$ cat src/hw/rtl/traffic_signal_select_vote_defines.svh
// assertion macros for the traffic signal select and vote block
// used by the top level only, no other dependencies
`ifndef TRAFFIC_SIGNAL_SELECT_VOTE_DEFINES_SVH
`define TRAFFIC_SIGNAL_SELECT_VOTE_DEFINES_SVH

// property that holds at every edge out of reset
`define TSSV_ASSERT_ALWAYS(lbl, clk, rst, prop) \
   lbl: assert property (@(posedge clk) disable iff (rst) (prop)) else $error("tssv check failed");

// same-cycle implication
`define TSSV_ASSERT_IMP(lbl, clk, rst, ante, cons) \
   lbl: assert property (@(posedge clk) disable iff (rst) (ante) |-> (cons)) else $error("tssv check failed");

`endif

$ cat src/hw/rtl/tssv_pkg.sv
// shared constants, codes and types for the traffic signal select and vote block
// no dependencies
package tssv_pkg;

   // sizes
   localparam int HISTORY_DEPTH_DEF = 5;
   localparam int STABLE_VOTES_DEF  = 3;
   localparam int QUEUE_DEPTH       = 4;

   // configuration register indexes
   localparam logic CSR_FRAME_WIDTH  = 1'b0;
   localparam logic CSR_FRAME_HEIGHT = 1'b1;
   localparam logic [12:0] FRAME_WIDTH_RST  = 13'd640;
   localparam logic [12:0] FRAME_HEIGHT_RST = 13'd480;

   // detection classes
   localparam logic [3:0] CLS_OTHER       = 4'd0;
   localparam logic [3:0] CLS_PLAIN_LAST  = 4'd4;
   localparam logic [3:0] CLS_RED_BASE    = 4'd4;
   localparam logic [3:0] CLS_RED_LAST    = 4'd8;
   localparam logic [3:0] CLS_GREEN_BASE  = 4'd8;
   localparam logic [3:0] CLS_GREEN_LAST  = 4'd12;

   // signal states and directions
   localparam logic [2:0] STATE_NONE  = 3'd0;
   localparam logic [2:0] STATE_RED   = 3'd1;
   localparam logic [2:0] STATE_GREEN = 3'd3;
   localparam logic [2:0] DIR_NONE    = 3'd0;

   // fixed point constants (q16)
   localparam logic [19:0] TERM_MUL  = 20'd688128;  // 0.42 * 65536 * 25 / 2 * 2
   localparam logic [14:0] BONUS_CAP = 15'd16384;
   localparam logic signed [19:0] REL_RESET = -20'sd65536;

   // gate factors on half-pixel centres (x25)
   localparam logic [5:0] GATE_SCALE = 6'd25;
   localparam logic [5:0] GATE_LOW   = 6'd34;
   localparam logic [5:0] GATE_LEFT  = 6'd6;
   localparam logic [5:0] GATE_RIGHT = 6'd44;

   // divider shapes
   localparam int TERM_NW  = 34;
   localparam int TERM_DW  = 18;
   localparam int BONUS_NW = 28;
   localparam int BONUS_DW = 13;
   localparam int QUOT_W   = 15;

   // classified word passed from front to back
   typedef struct packed {
      logic        light;
      logic        last;
      logic [2:0]  st;
      logic [2:0]  dir;
      logic [11:0] box_x;
      logic [11:0] box_y;
      logic [11:0] box_w;
      logic [11:0] box_h;
      logic [15:0] score;
      logic [13:0] ctr_off;
   } q_entry_type;

   // queue status seen by the front
   typedef struct packed {
      logic full;
      logic valid;
   } q_stat_type;

endpackage

$ cat src/hw/rtl/traffic_signal_select_vote.sv
// Traffic light selection per frame with a majority vote over recent frames.
// Sequence: a gated-out word is popped without scoring; a light is popped and then scored
// by two 15-step dividers in parallel; the last word of a frame is followed by the push,
// the vote scan and the result load, which waits while the last result is not yet taken.
// The back end takes no new word until the dividers have finished with the last light.
// Reset (sync, active high): 640x480, clears best light, fill, queue, result; not history.
module traffic_signal_select_vote #(
   parameter int HISTORY_DEPTH = tssv_pkg::HISTORY_DEPTH_DEF,
   parameter int STABLE_VOTES  = tssv_pkg::STABLE_VOTES_DEF
) (
   input  logic        clock,
   input  logic        reset,
   input  logic        req_tvalid,
   output logic        req_tready,
   input  logic [71:0] req_tdata,   // det_class, box_x, box_y, box_w, box_h, det_score, zero pad
   input  logic        req_tlast,   // last_in_frame
   output logic        rsp_tvalid,
   input  logic        rsp_tready,
   output logic [71:0] rsp_tdata,   // signal_state, signal_dir, out_x, out_y, out_w, out_h,
                                    // out_score, stable, zero pad
   input  logic        csr_we,
   input  logic        csr_addr,
   input  logic [12:0] csr_wdata
);
   import tssv_pkg::*;
   `include "traffic_signal_select_vote_defines.svh"

   localparam int CW = $clog2(QUEUE_DEPTH + 1);

   logic [12:0] frame_width_ff;
   logic [12:0] frame_height_ff;
   q_entry_type q_in, q_out;
   q_stat_type  q_stat;
   logic        q_push, q_pop;
   logic [CW-1:0] q_count;
   logic [$clog2(HISTORY_DEPTH+1)-1:0] hist_fill;

   // configuration registers
   always_ff @(posedge clock) begin
      if (reset) begin
         frame_width_ff  <= FRAME_WIDTH_RST;
         frame_height_ff <= FRAME_HEIGHT_RST;
      end else if (csr_we) begin
         unique case (csr_addr)
            CSR_FRAME_WIDTH:  frame_width_ff  <= csr_wdata;
            CSR_FRAME_HEIGHT: frame_height_ff <= csr_wdata;
            default: ;
         endcase
      end
   end

   tssv_front u_front (
      .req_tvalid(req_tvalid), .req_tready(req_tready), .req_tdata(req_tdata),
      .req_tlast(req_tlast), .frame_width(frame_width_ff), .frame_height(frame_height_ff),
      .q_stat(q_stat), .q_push(q_push), .q_word(q_in)
   );

   tssv_fifo #(.DEPTH(QUEUE_DEPTH)) u_fifo (
      .clock(clock), .reset(reset), .push(q_push), .wdata(q_in), .pop(q_pop),
      .rdata(q_out), .stat(q_stat), .count(q_count)
   );

   tssv_back #(.HISTORY_DEPTH(HISTORY_DEPTH), .STABLE_VOTES(STABLE_VOTES)) u_back (
      .clock(clock), .reset(reset), .frame_width(frame_width_ff),
      .frame_height(frame_height_ff), .q_stat(q_stat), .q_word(q_out), .q_pop(q_pop),
      .rsp_tvalid(rsp_tvalid), .rsp_tready(rsp_tready), .rsp_tdata(rsp_tdata),
      .hist_fill(hist_fill)
   );

   // checks
   `TSSV_ASSERT_IMP(a_stable_has_state, clock, reset, rsp_tvalid && rsp_tdata[70], rsp_tdata[2:0] != STATE_NONE)
   `TSSV_ASSERT_ALWAYS(a_fill_bounded, clock, reset, 32'(hist_fill) <= HISTORY_DEPTH)
   `TSSV_ASSERT_IMP(a_ready_tracks_queue, clock, reset, req_tready, q_count != CW'(QUEUE_DEPTH))
endmodule

$ cat src/hw/rtl/tssv_div.sv
// iterative restoring divider, one quotient bit per cycle
// depends on nothing; quotient is known to fit in QW bits
module tssv_div #(
   parameter int NW = 34,
   parameter int DW = 18,
   parameter int QW = 15
) (
   input  logic          clock,
   input  logic          reset,
   input  logic          start,
   input  logic [NW-1:0] num,
   input  logic [DW-1:0] den,
   output logic          done,
   output logic [QW-1:0] quot
);
   localparam int CW = $clog2(QW + 1);

   logic [DW-1:0] rem_ff;
   logic [DW-1:0] den_ff;
   logic [QW-1:0] low_ff;
   logic [QW-1:0] quot_ff;
   logic [CW-1:0] cnt_ff;
   logic          busy_ff;
   logic          done_ff;
   logic [DW:0]   trial;
   logic          ge;

   // trial subtract of the next bit
   assign trial = {rem_ff, low_ff[QW-1]};
   assign ge    = trial >= {1'b0, den_ff};

   // control
   always_ff @(posedge clock) begin
      if (reset) begin
         busy_ff <= 1'b0;
         done_ff <= 1'b0;
         cnt_ff  <= '0;
      end else begin
         done_ff <= 1'b0;
         if (start) begin
            busy_ff <= 1'b1;
            cnt_ff  <= CW'(QW);
         end else if (busy_ff) begin
            cnt_ff <= cnt_ff - 1'b1;
            if (cnt_ff == CW'(1)) begin
               busy_ff <= 1'b0;
               done_ff <= 1'b1;
            end
         end
      end
   end

   // datapath
   always_ff @(posedge clock) begin
      if (start) begin
         rem_ff <= DW'(num >> QW);
         low_ff <= num[QW-1:0];
         den_ff <= den;
      end else if (busy_ff) begin
         rem_ff  <= ge ? DW'(trial - {1'b0, den_ff}) : trial[DW-1:0];
         low_ff  <= {low_ff[QW-2:0], 1'b0};
         quot_ff <= {quot_ff[QW-2:0], ge};
      end
   end

   assign done = done_ff;
   assign quot = quot_ff;
endmodule

$ cat src/hw/rtl/tssv_fifo.sv
// short queue between the classifying front and the scoring back
// depends on tssv_pkg for the word type
module tssv_fifo #(
   parameter int DEPTH = 4
) (
   input  logic                  clock,
   input  logic                  reset,
   input  logic                  push,
   input  tssv_pkg::q_entry_type wdata,
   input  logic                  pop,
   output tssv_pkg::q_entry_type rdata,
   output tssv_pkg::q_stat_type  stat,
   output logic [$clog2(DEPTH+1)-1:0] count
);
   import tssv_pkg::*;
   localparam int PW = $clog2(DEPTH);
   localparam int CW = $clog2(DEPTH + 1);

   q_entry_type   mem_ff [DEPTH];
   logic [PW-1:0] wptr_ff;
   logic [PW-1:0] rptr_ff;
   logic [CW-1:0] count_ff;
   logic          do_push;
   logic          do_pop;

   assign do_push = push && (count_ff != CW'(DEPTH));
   assign do_pop  = pop && (count_ff != '0);

   // pointers and fill level
   always_ff @(posedge clock) begin
      if (reset) begin
         wptr_ff  <= '0;
         rptr_ff  <= '0;
         count_ff <= '0;
      end else begin
         if (do_push) wptr_ff <= (wptr_ff == PW'(DEPTH - 1)) ? '0 : wptr_ff + 1'b1;
         if (do_pop)  rptr_ff <= (rptr_ff == PW'(DEPTH - 1)) ? '0 : rptr_ff + 1'b1;
         if (do_push && !do_pop)      count_ff <= count_ff + 1'b1;
         else if (do_pop && !do_push) count_ff <= count_ff - 1'b1;
      end
   end

   // storage
   always_ff @(posedge clock) begin
      if (do_push) mem_ff[wptr_ff] <= wdata;
   end

   assign rdata      = mem_ff[rptr_ff];
   assign stat.full  = count_ff == CW'(DEPTH);
   assign stat.valid = count_ff != '0;
   assign count      = count_ff;
endmodule

$ cat src/hw/rtl/tssv_front.sv
// front end: takes detection words, decodes class and applies position gates
// depends on tssv_pkg; feeds tssv_fifo
module tssv_front (
   input  logic                  req_tvalid,
   output logic                  req_tready,
   input  logic [71:0]           req_tdata,
   input  logic                  req_tlast,
   input  logic [12:0]           frame_width,
   input  logic [12:0]           frame_height,
   input  tssv_pkg::q_stat_type  q_stat,
   output logic                  q_push,
   output tssv_pkg::q_entry_type q_word
);
   import tssv_pkg::*;

   logic [3:0]  cls;
   logic [11:0] bx, by, bw, bh;
   logic [13:0] cx2, cy2, w14;
   logic [18:0] cx25, cy25, low_lim, left_lim, right_lim;
   logic        is_light;
   logic        gated;
   logic [2:0]  st, dir;

   // field split
   assign cls = req_tdata[3:0];
   assign bx  = req_tdata[15:4];
   assign by  = req_tdata[27:16];
   assign bw  = req_tdata[39:28];
   assign bh  = req_tdata[51:40];

   // half-pixel centres and gate limits
   assign cx2       = {1'b0, bx, 1'b0} + 14'(bw);
   assign cy2       = {1'b0, by, 1'b0} + 14'(bh);
   assign w14       = 14'(frame_width);
   assign cx25      = 19'(cx2) * 19'(GATE_SCALE);
   assign cy25      = 19'(cy2) * 19'(GATE_SCALE);
   assign low_lim   = 19'(frame_height) * 19'(GATE_LOW);
   assign left_lim  = 19'(frame_width) * 19'(GATE_LEFT);
   assign right_lim = 19'(frame_width) * 19'(GATE_RIGHT);
   assign gated     = (cy25 > low_lim) || (cx25 < left_lim) || (cx25 > right_lim);

   // class decode
   always_comb begin
      is_light = 1'b1;
      st       = STATE_NONE;
      dir      = DIR_NONE;
      priority if (cls == CLS_OTHER || cls > CLS_GREEN_LAST) begin
         is_light = 1'b0;
      end else if (cls <= CLS_PLAIN_LAST) begin
         st = cls[2:0];
      end else if (cls <= CLS_RED_LAST) begin
         st  = STATE_RED;
         dir = 3'(cls - CLS_RED_BASE);
      end else begin
         st  = STATE_GREEN;
         dir = 3'(cls - CLS_GREEN_BASE);
      end
   end

   // handshake and word build
   assign req_tready     = !q_stat.full;
   assign q_push         = req_tvalid && !q_stat.full;
   assign q_word.light   = is_light && !gated;
   assign q_word.last    = req_tlast;
   assign q_word.st      = st;
   assign q_word.dir     = dir;
   assign q_word.box_x   = bx;
   assign q_word.box_y   = by;
   assign q_word.box_w   = bw;
   assign q_word.box_h   = bh;
   assign q_word.score   = req_tdata[67:52];
   assign q_word.ctr_off = (cx2 >= w14) ? cx2 - w14 : w14 - cx2;
endmodule

$ cat src/hw/rtl/tssv_back.sv
// back end: relevance scoring, best-light tracking, history vote and result register
// depends on tssv_pkg and tssv_div
module tssv_back #(
   parameter int HISTORY_DEPTH = tssv_pkg::HISTORY_DEPTH_DEF,
   parameter int STABLE_VOTES  = tssv_pkg::STABLE_VOTES_DEF
) (
   input  logic                  clock,
   input  logic                  reset,
   input  logic [12:0]           frame_width,
   input  logic [12:0]           frame_height,
   input  tssv_pkg::q_stat_type  q_stat,
   input  tssv_pkg::q_entry_type q_word,
   output logic                  q_pop,
   output logic                  rsp_tvalid,
   input  logic                  rsp_tready,
   output logic [71:0]           rsp_tdata,
   output logic [$clog2(HISTORY_DEPTH+1)-1:0] hist_fill
);
   import tssv_pkg::*;
   localparam int IW = $clog2(HISTORY_DEPTH);
   localparam int FW = $clog2(HISTORY_DEPTH + 1);

   typedef enum logic [2:0] {S_IDLE, S_DIV, S_PUSH, S_VOTE, S_OUT} state_type;

   state_type          state_ff;
   q_entry_type        item_ff;
   logic signed [19:0] best_rel_ff;
   logic [2:0]         best_st_ff, best_dir_ff;
   logic [11:0]        best_x_ff, best_y_ff, best_w_ff, best_h_ff;
   logic [15:0]        best_score_ff;
   logic [5:0]         hist_ff [HISTORY_DEPTH];
   logic [FW-1:0]      fill_ff;
   logic [IW-1:0]      wptr_ff;
   logic [IW-1:0]      vidx_ff;
   logic [FW-1:0]      top_cnt_ff;
   logic [5:0]         top_key_ff;
   logic               rsp_valid_ff;
   logic [71:0]        rsp_data_ff;

   logic               div_start;
   logic [TERM_NW-1:0] term_num;
   logic [TERM_DW-1:0] term_den;
   logic [BONUS_NW-1:0] bonus_num;
   logic               term_done, bonus_done;
   logic [QUOT_W-1:0]  term_q, bonus_q;
   logic [14:0]        term, bonus;
   logic signed [19:0] rel;
   logic [5:0]         vkey;
   logic [FW-1:0]      vcnt;
   logic               veligible, vbetter, stable, out_free;
   logic [2:0]         out_st, out_dir;

   // pop one word whenever the sequencer is idle
   assign q_pop     = (state_ff == S_IDLE) && q_stat.valid;
   assign div_start = q_pop && q_word.light;
   assign term_num  = TERM_NW'(q_word.ctr_off) * TERM_NW'(TERM_MUL);
   assign term_den  = TERM_DW'(frame_width) * TERM_DW'(GATE_SCALE);
   assign bonus_num = {q_word.box_h, 16'd0};

   // centre penalty and size bonus dividers run side by side
   tssv_div #(.NW(TERM_NW), .DW(TERM_DW), .QW(QUOT_W)) u_term_div (
      .clock(clock), .reset(reset), .start(div_start), .num(term_num),
      .den(term_den), .done(term_done), .quot(term_q)
   );

   tssv_div #(.NW(BONUS_NW), .DW(BONUS_DW), .QW(QUOT_W)) u_bonus_div (
      .clock(clock), .reset(reset), .start(div_start), .num(bonus_num),
      .den(frame_height), .done(bonus_done), .quot(bonus_q)
   );

   // relevance of the current light
   assign term  = (frame_width == '0) ? 15'd0 : term_q;
   assign bonus = ({item_ff.box_h, 2'b00} >= 14'(frame_height)) ? BONUS_CAP : bonus_q;
   assign rel   = $signed({4'd0, item_ff.score}) + $signed({5'd0, bonus})
                - $signed({5'd0, term});

   // votes for the history entry under the scan index
   assign vkey = hist_ff[vidx_ff];
   always_comb begin
      vcnt = '0;
      for (int i = 0; i < HISTORY_DEPTH; i++) begin
         if ((FW'(i) < fill_ff) && (hist_ff[i] == vkey)) vcnt = vcnt + 1'b1;
      end
   end
   assign veligible = (FW'(vidx_ff) < fill_ff) && (vkey[5:3] != STATE_NONE);
   assign vbetter   = (vcnt > top_cnt_ff) || ((vcnt == top_cnt_ff) && (vkey < top_key_ff));

   // final state and direction
   assign stable   = 32'(top_cnt_ff) >= STABLE_VOTES;
   assign out_st   = stable ? top_key_ff[5:3] : best_st_ff;
   assign out_dir  = stable ? top_key_ff[2:0] : best_dir_ff;
   assign out_free = !rsp_valid_ff || rsp_tready;

   // history store, no reset: entries beyond the fill level are never counted
   always_ff @(posedge clock) begin
      if (state_ff == S_PUSH) hist_ff[wptr_ff] <= {best_st_ff, best_dir_ff};
   end

   // sequencer, best light and result register
   always_ff @(posedge clock) begin
      if (reset) begin
         state_ff      <= S_IDLE;
         best_rel_ff   <= REL_RESET;
         best_st_ff    <= STATE_NONE;
         best_dir_ff   <= DIR_NONE;
         best_x_ff     <= '0;
         best_y_ff     <= '0;
         best_w_ff     <= '0;
         best_h_ff     <= '0;
         best_score_ff <= '0;
         fill_ff       <= '0;
         wptr_ff       <= '0;
         vidx_ff       <= '0;
         top_cnt_ff    <= '0;
         top_key_ff    <= '0;
         rsp_valid_ff  <= 1'b0;
      end else begin
         // result taken; in the load state the new word is written below instead
         if (rsp_valid_ff && rsp_tready && (state_ff != S_OUT)) rsp_valid_ff <= 1'b0;
         unique case (state_ff)
            S_IDLE: begin
               if (q_pop) begin
                  item_ff <= q_word;
                  if (q_word.light)     state_ff <= S_DIV;
                  else if (q_word.last) state_ff <= S_PUSH;
               end
            end
            S_DIV: begin
               if (term_done && bonus_done) begin
                  if (rel > best_rel_ff) begin
                     best_rel_ff   <= rel;
                     best_st_ff    <= item_ff.st;
                     best_dir_ff   <= item_ff.dir;
                     best_x_ff     <= item_ff.box_x;
                     best_y_ff     <= item_ff.box_y;
                     best_w_ff     <= item_ff.box_w;
                     best_h_ff     <= item_ff.box_h;
                     best_score_ff <= item_ff.score;
                  end
                  state_ff <= item_ff.last ? S_PUSH : S_IDLE;
               end
            end
            S_PUSH: begin
               wptr_ff    <= (wptr_ff == IW'(HISTORY_DEPTH - 1)) ? '0 : wptr_ff + 1'b1;
               if (fill_ff < FW'(HISTORY_DEPTH)) fill_ff <= fill_ff + 1'b1;
               vidx_ff    <= '0;
               top_cnt_ff <= '0;
               top_key_ff <= '0;
               state_ff   <= S_VOTE;
            end
            S_VOTE: begin
               if (veligible && vbetter) begin
                  top_cnt_ff <= vcnt;
                  top_key_ff <= vkey;
               end
               if (vidx_ff == IW'(HISTORY_DEPTH - 1)) state_ff <= S_OUT;
               else vidx_ff <= vidx_ff + 1'b1;
            end
            S_OUT: begin
               if (out_free) begin
                  rsp_valid_ff  <= 1'b1;
                  rsp_data_ff   <= {1'b0, stable, best_score_ff, best_h_ff, best_w_ff,
                                    best_y_ff, best_x_ff, out_dir, out_st};
                  best_rel_ff   <= REL_RESET;
                  best_st_ff    <= STATE_NONE;
                  best_dir_ff   <= DIR_NONE;
                  best_x_ff     <= '0;
                  best_y_ff     <= '0;
                  best_w_ff     <= '0;
                  best_h_ff     <= '0;
                  best_score_ff <= '0;
                  state_ff      <= S_IDLE;
               end
            end
            default: state_ff <= S_IDLE;
         endcase
      end
   end

   assign rsp_tvalid = rsp_valid_ff;
   assign rsp_tdata  = rsp_data_ff;
   assign hist_fill  = fill_ff;
endmodule

$ cat config.mk
export PLATFORM = sky130hd
export DESIGN_NAME = traffic_signal_select_vote
export DESIGN_NICKNAME = d
export VERILOG_FILES = /design/src/hw/rtl/tssv_pkg.sv /design/src/hw/rtl/traffic_signal_select_vote.sv /design/src/hw/rtl/tssv_div.sv /design/src/hw/rtl/tssv_fifo.sv /design/src/hw/rtl/tssv_front.sv /design/src/hw/rtl/tssv_back.sv
export VERILOG_INCLUDE_DIRS = /design/src /design/src/hw/rtl
export SDC_FILE = /design/constraint.sdc
export NUM_CORES = 2
export LEC_CHECK = 0
export BUFFER_PORTS_ARGS = -buffer_cell sky130_fd_sc_hd__buf_2
export CAP_MARGIN = 20
export CORE_MARGIN = 2
export CORE_UTILIZATION = 45
export CTS_CLUSTER_SIZE = 20
export DETAILED_ROUTE_END_ITERATION = 10
export PLACE_DENSITY_LB_ADDON = 0.12
export SYNTH_ARGS = -nofsm -noshare
export SYNTH_HDL_FRONTEND = slang
export SYNTH_SLANG_ARGS = --single-unit
$ cat constraint.sdc
create_clock -name clock -period 16.49 [get_ports clock]
set_clock_uncertainty 0.15 [all_clocks]
set_input_delay 3.298 -clock clock [delete_from_list [all_inputs] [get_ports clock]]
set_output_delay 3.298 -clock clock [all_outputs]
set_load 0.02 [all_outputs]
==> results.md <==
* Final WL at 101700 µm
* Final nets at 4337
* Syn avg cell area at 12.12 µm²
* Fill count at 8488
* Synth top cells by count: edfxtp_1, ha_1, inv_1
* Largest net degree at the start of global routing at 74
* Slew headroom at 0.2750
* Fin area at 0.04831 mm²
* # DRC at 0
* Die W at 313.6 µm
* All-layer global routing usage at 0.2065
* Sequential-to-total area share from yosys stat at 0.5108
* Synth Register Bits at 788
* Most Used Layer, Global Route: met2
* Hold Crit Class: reg2reg
* Clk buf depth at 3
* GRT overflow at 0
* Sum of negative setup slack at 0 ps
* Async SR Flop Fraction at 0
* CP Class: in2reg
* Post-Layout Cell Count at 5065
* TritonCTS clock tree: done
* Placed cells at 4903
* Cts bufs inserted at 87
* # Post-CTS Setup Buffers at 0
* Initial Util at 0.4540
* PwrDens at 193.4 mW/mm²
* Top-count cell post-synth: edfxtp_1
* Status: completed
* Max Slew Vio Count at 0
* Pre-CTS setup slack at 6169 ps
* Final setup viols at 0
* Netlist cell types at 78
* Startpoint types: primary input
* Placer Congestion at 0.8630
* DRT antenna net count at 0
* Proportion of layout cells with a drive suffix above 1 at 0.1274
* Critical Path End: u_fifo.mem_ff[0][85]$_DFFE_PP_
* Static leakage at 19.16 nW
* CTS root buffer: clkbuf_16
* FMAX at 102.7 MHz
* Drt first-iter violations at 1818
* Largest area contributor in the netlist: edfxtp_1
* Synth area leaders: edfxtp_1, ha_1, dfxtp_1
* Latest clock arrival within the worst-skew pair at 670 ps
* Clock transition at path regs at 60 ps
* H-Tree Level Count at 3
* R2R setup slack at 7140 ps
* Maximum VDD drop at 0.2700 mV
* RR Endpoint: u_back.best_rel_ff[0]$_SDFFE_PP0P_
* Crit end category: flip-flop
* GR Util met3 at 0.04176
* Drt pass-1 iters at 6
* Worst-margin pin slew at 1085 ps
* Vias in the first global route at 26540
* RR Startpoint: u_back.item_ff[30]$_DFFE_PP_
* CP startpoint: req_tdata[4]
* DR WL/cell at 20.09 µm
* CTS resizes at 0
* Fin worst setup slack at 6749 ps
* Total Die Area at 0.09835 mm²
* Register Area at 0.02204 mm²
* Initial antenna violation count at 14
* IO Port Bufs at 160
* Post-DP HPWL at 72810 µm
* Crit path arrival time at 9970 ps
* Synth top area share at 0.4351
* Die height at 313.6 µm
* Area delta synth->final at 12.01%
* Post-Syn Area at 0.04313 mm²
* Routing usage on met2 at 0.3361
* RSZ-0062 raised after global routing: false
* Main synth FF type: edfxtp_1
* Cells after synthesis at 3559
* Critical Path Fanout Max at 5
* Core area at 0.09501 mm²
* Via density per instance at 5.374
* Post-synth EDFFs at 625
* # Max-Cap Violations at 0
* Ys Warns at 0
* Hold Buf Count CTS at 0
* Hold Path Depth at 0
* Period minus WS final at 9741 ps
* Final hold viol count at 0
* Io pins at 166
* Register-to-Register Path Depth at 35
* Syn_nets at 4167
* Final period util at 0.5907
* Global-route track usage on met1 at 0.2822
* Global-route wire length before repair at 155700 µm
* Vias at 27220
* Area occupied by multi-input gates at 0.01936 mm²
* CTS sink cnt at 788
* Rows at 113
* CP required at 16710 ps
* Area after DPL at 0.04538 mm²
cell type report:
cell class | instances | share of cell area
diodes | 2 | 0.0001036
clock buffers | 112 | 0.05001
clock inverters | 46 | 0.01028
inverters | 365 | 0.02836
multi-input cells | 2297 | 0.4008
flip-flops and latches | 788 | 0.4562
well taps | 1265 | 0.03276
repair buffers | 190 | 0.02157
critical path: stages:
cell      delay (ps)
buf_2            130
ha_1             250
fa_1             410
a21o_1           190
a2111o_1         440
and2_1           200
nor2_1           370
ha_1             320
ha_1             280
inv_1             50
fa_1             530
inv_1             40
ha_1             360
a21oi_1          200
a21oi_1          110
a2111o_1         430
a31o_2           240
a21o_1           180
xnor2_1          210
inv_1             70
ha_1             290
nand4_1          130
nor4_1           460
o311ai_0         200
a311oi_1         580
stage by stage:
stage	hold slack (ps)	utilization	total power, mW
floorplan	257.9	-	6.366
global placement	262.9	0.4777	7.420
detailed placement	265.1	0.4777	7.439
CTS	264.3	0.5083	9.447
global route	283.9	0.5085	10.15
finish	260.7	0.5085	9.345
worst min path at each step:
stage	start	to
finish	u_back.best_w_ff[8]$_SDFFE_PP0P_	u_back.rsp_tdata[38]$_DFFE_PP_
global route	u_back.best_x_ff[4]$_SDFFE_PP0P_	u_back.rsp_tdata[10]$_DFFE_PP_
CTS	u_back.best_w_ff[8]$_SDFFE_PP0P_	u_back.rsp_tdata[38]$_DFFE_PP_
detailed placement	u_back.best_w_ff[6]$_SDFFE_PP0P_	u_back.rsp_tdata[36]$_DFFE_PP_
global placement	u_back.best_score_ff[1]$_SDFFE_PP0P_	u_back.rsp_tdata[55]$_DFFE_PP_
floorplan	u_back.best_x_ff[4]$_SDFFE_PP0P_	u_back.rsp_tdata[10]$_DFFE_PP_
power breakdown:
| group | switching (mW) | internal [mW] |
|---|---|---|
| clock | 0.811 | 1.15 |
| sequential | 0.157 | 2.57 |
| combinational | 2.64 | 2.02 |
| total | 3.61 | 5.74 |
cell families (layout without fill, tap and decap cells):
| logic type | after synthesis | after routing | synth area share |
|---|---|---|---|
| adder cells (fa/ha/maj) | 516 | 516 | 0.1612 |
| other | 1 | 3 | 0.00008694 |
| XOR/XNOR | 207 | 207 | 0.04255 |
| multiplexers | 136 | 136 | 0.06147 |
| AO/OA/AOI/OAI | 649 | 649 | 0.09454 |
| flip-flops | 788 | 788 | 0.5108 |
| AND/OR/NAND/NOR | 788 | 788 | 0.08746 |
| buffers and inverters | 474 | 713 | 0.04197 |
per-layer routing:
metal / part of all wire / wire length (µm)
met1: 0.45 / 46230
met2: 0.47 / 47690
met3: 0.055 / 5608
met4: 0.021 / 2095
met5: 0.0011 / 108
layout by cell type, fill, tap and decap left out, types with 31 or more instances in the layout:
master,instances
inv_1,364
ha_1,450
a21oi_1,265
o21a_1,32
clkbuf_16,91
edfxtp_1,625
o21ai_0,102
buf_2,160
dfxtp_1,161
nor2_1,125
mux4_2,98
xor2_1,52
fa_1,66
and2_1,31
nand3_1,140
nand2_1,262
xnor2_1,152
a21o_1,65
nor3_1,59
registers in the layout (all words and copies together) (netlist names), 13 cells and up, named ones only:
signal,cells
u_back.u_bonus_div.den_ff,13
u_back.u_term_div.den_ff,18
u_back.u_term_div.quot,15
u_back.best_rel_ff,20
u_back.best_score_ff,16
u_fifo.mem_ff,344
u_back.u_term_div.rem_ff,18
u_back.u_bonus_div.quot,15
frame_width_ff,13
u_back.item_ff,71
u_back.rsp_tdata,71
u_back.hist_ff,48
u_back.u_bonus_div.rem_ff,13
frame_height_ff,13
Note: power is estimated with default switching activity, not from simulation.
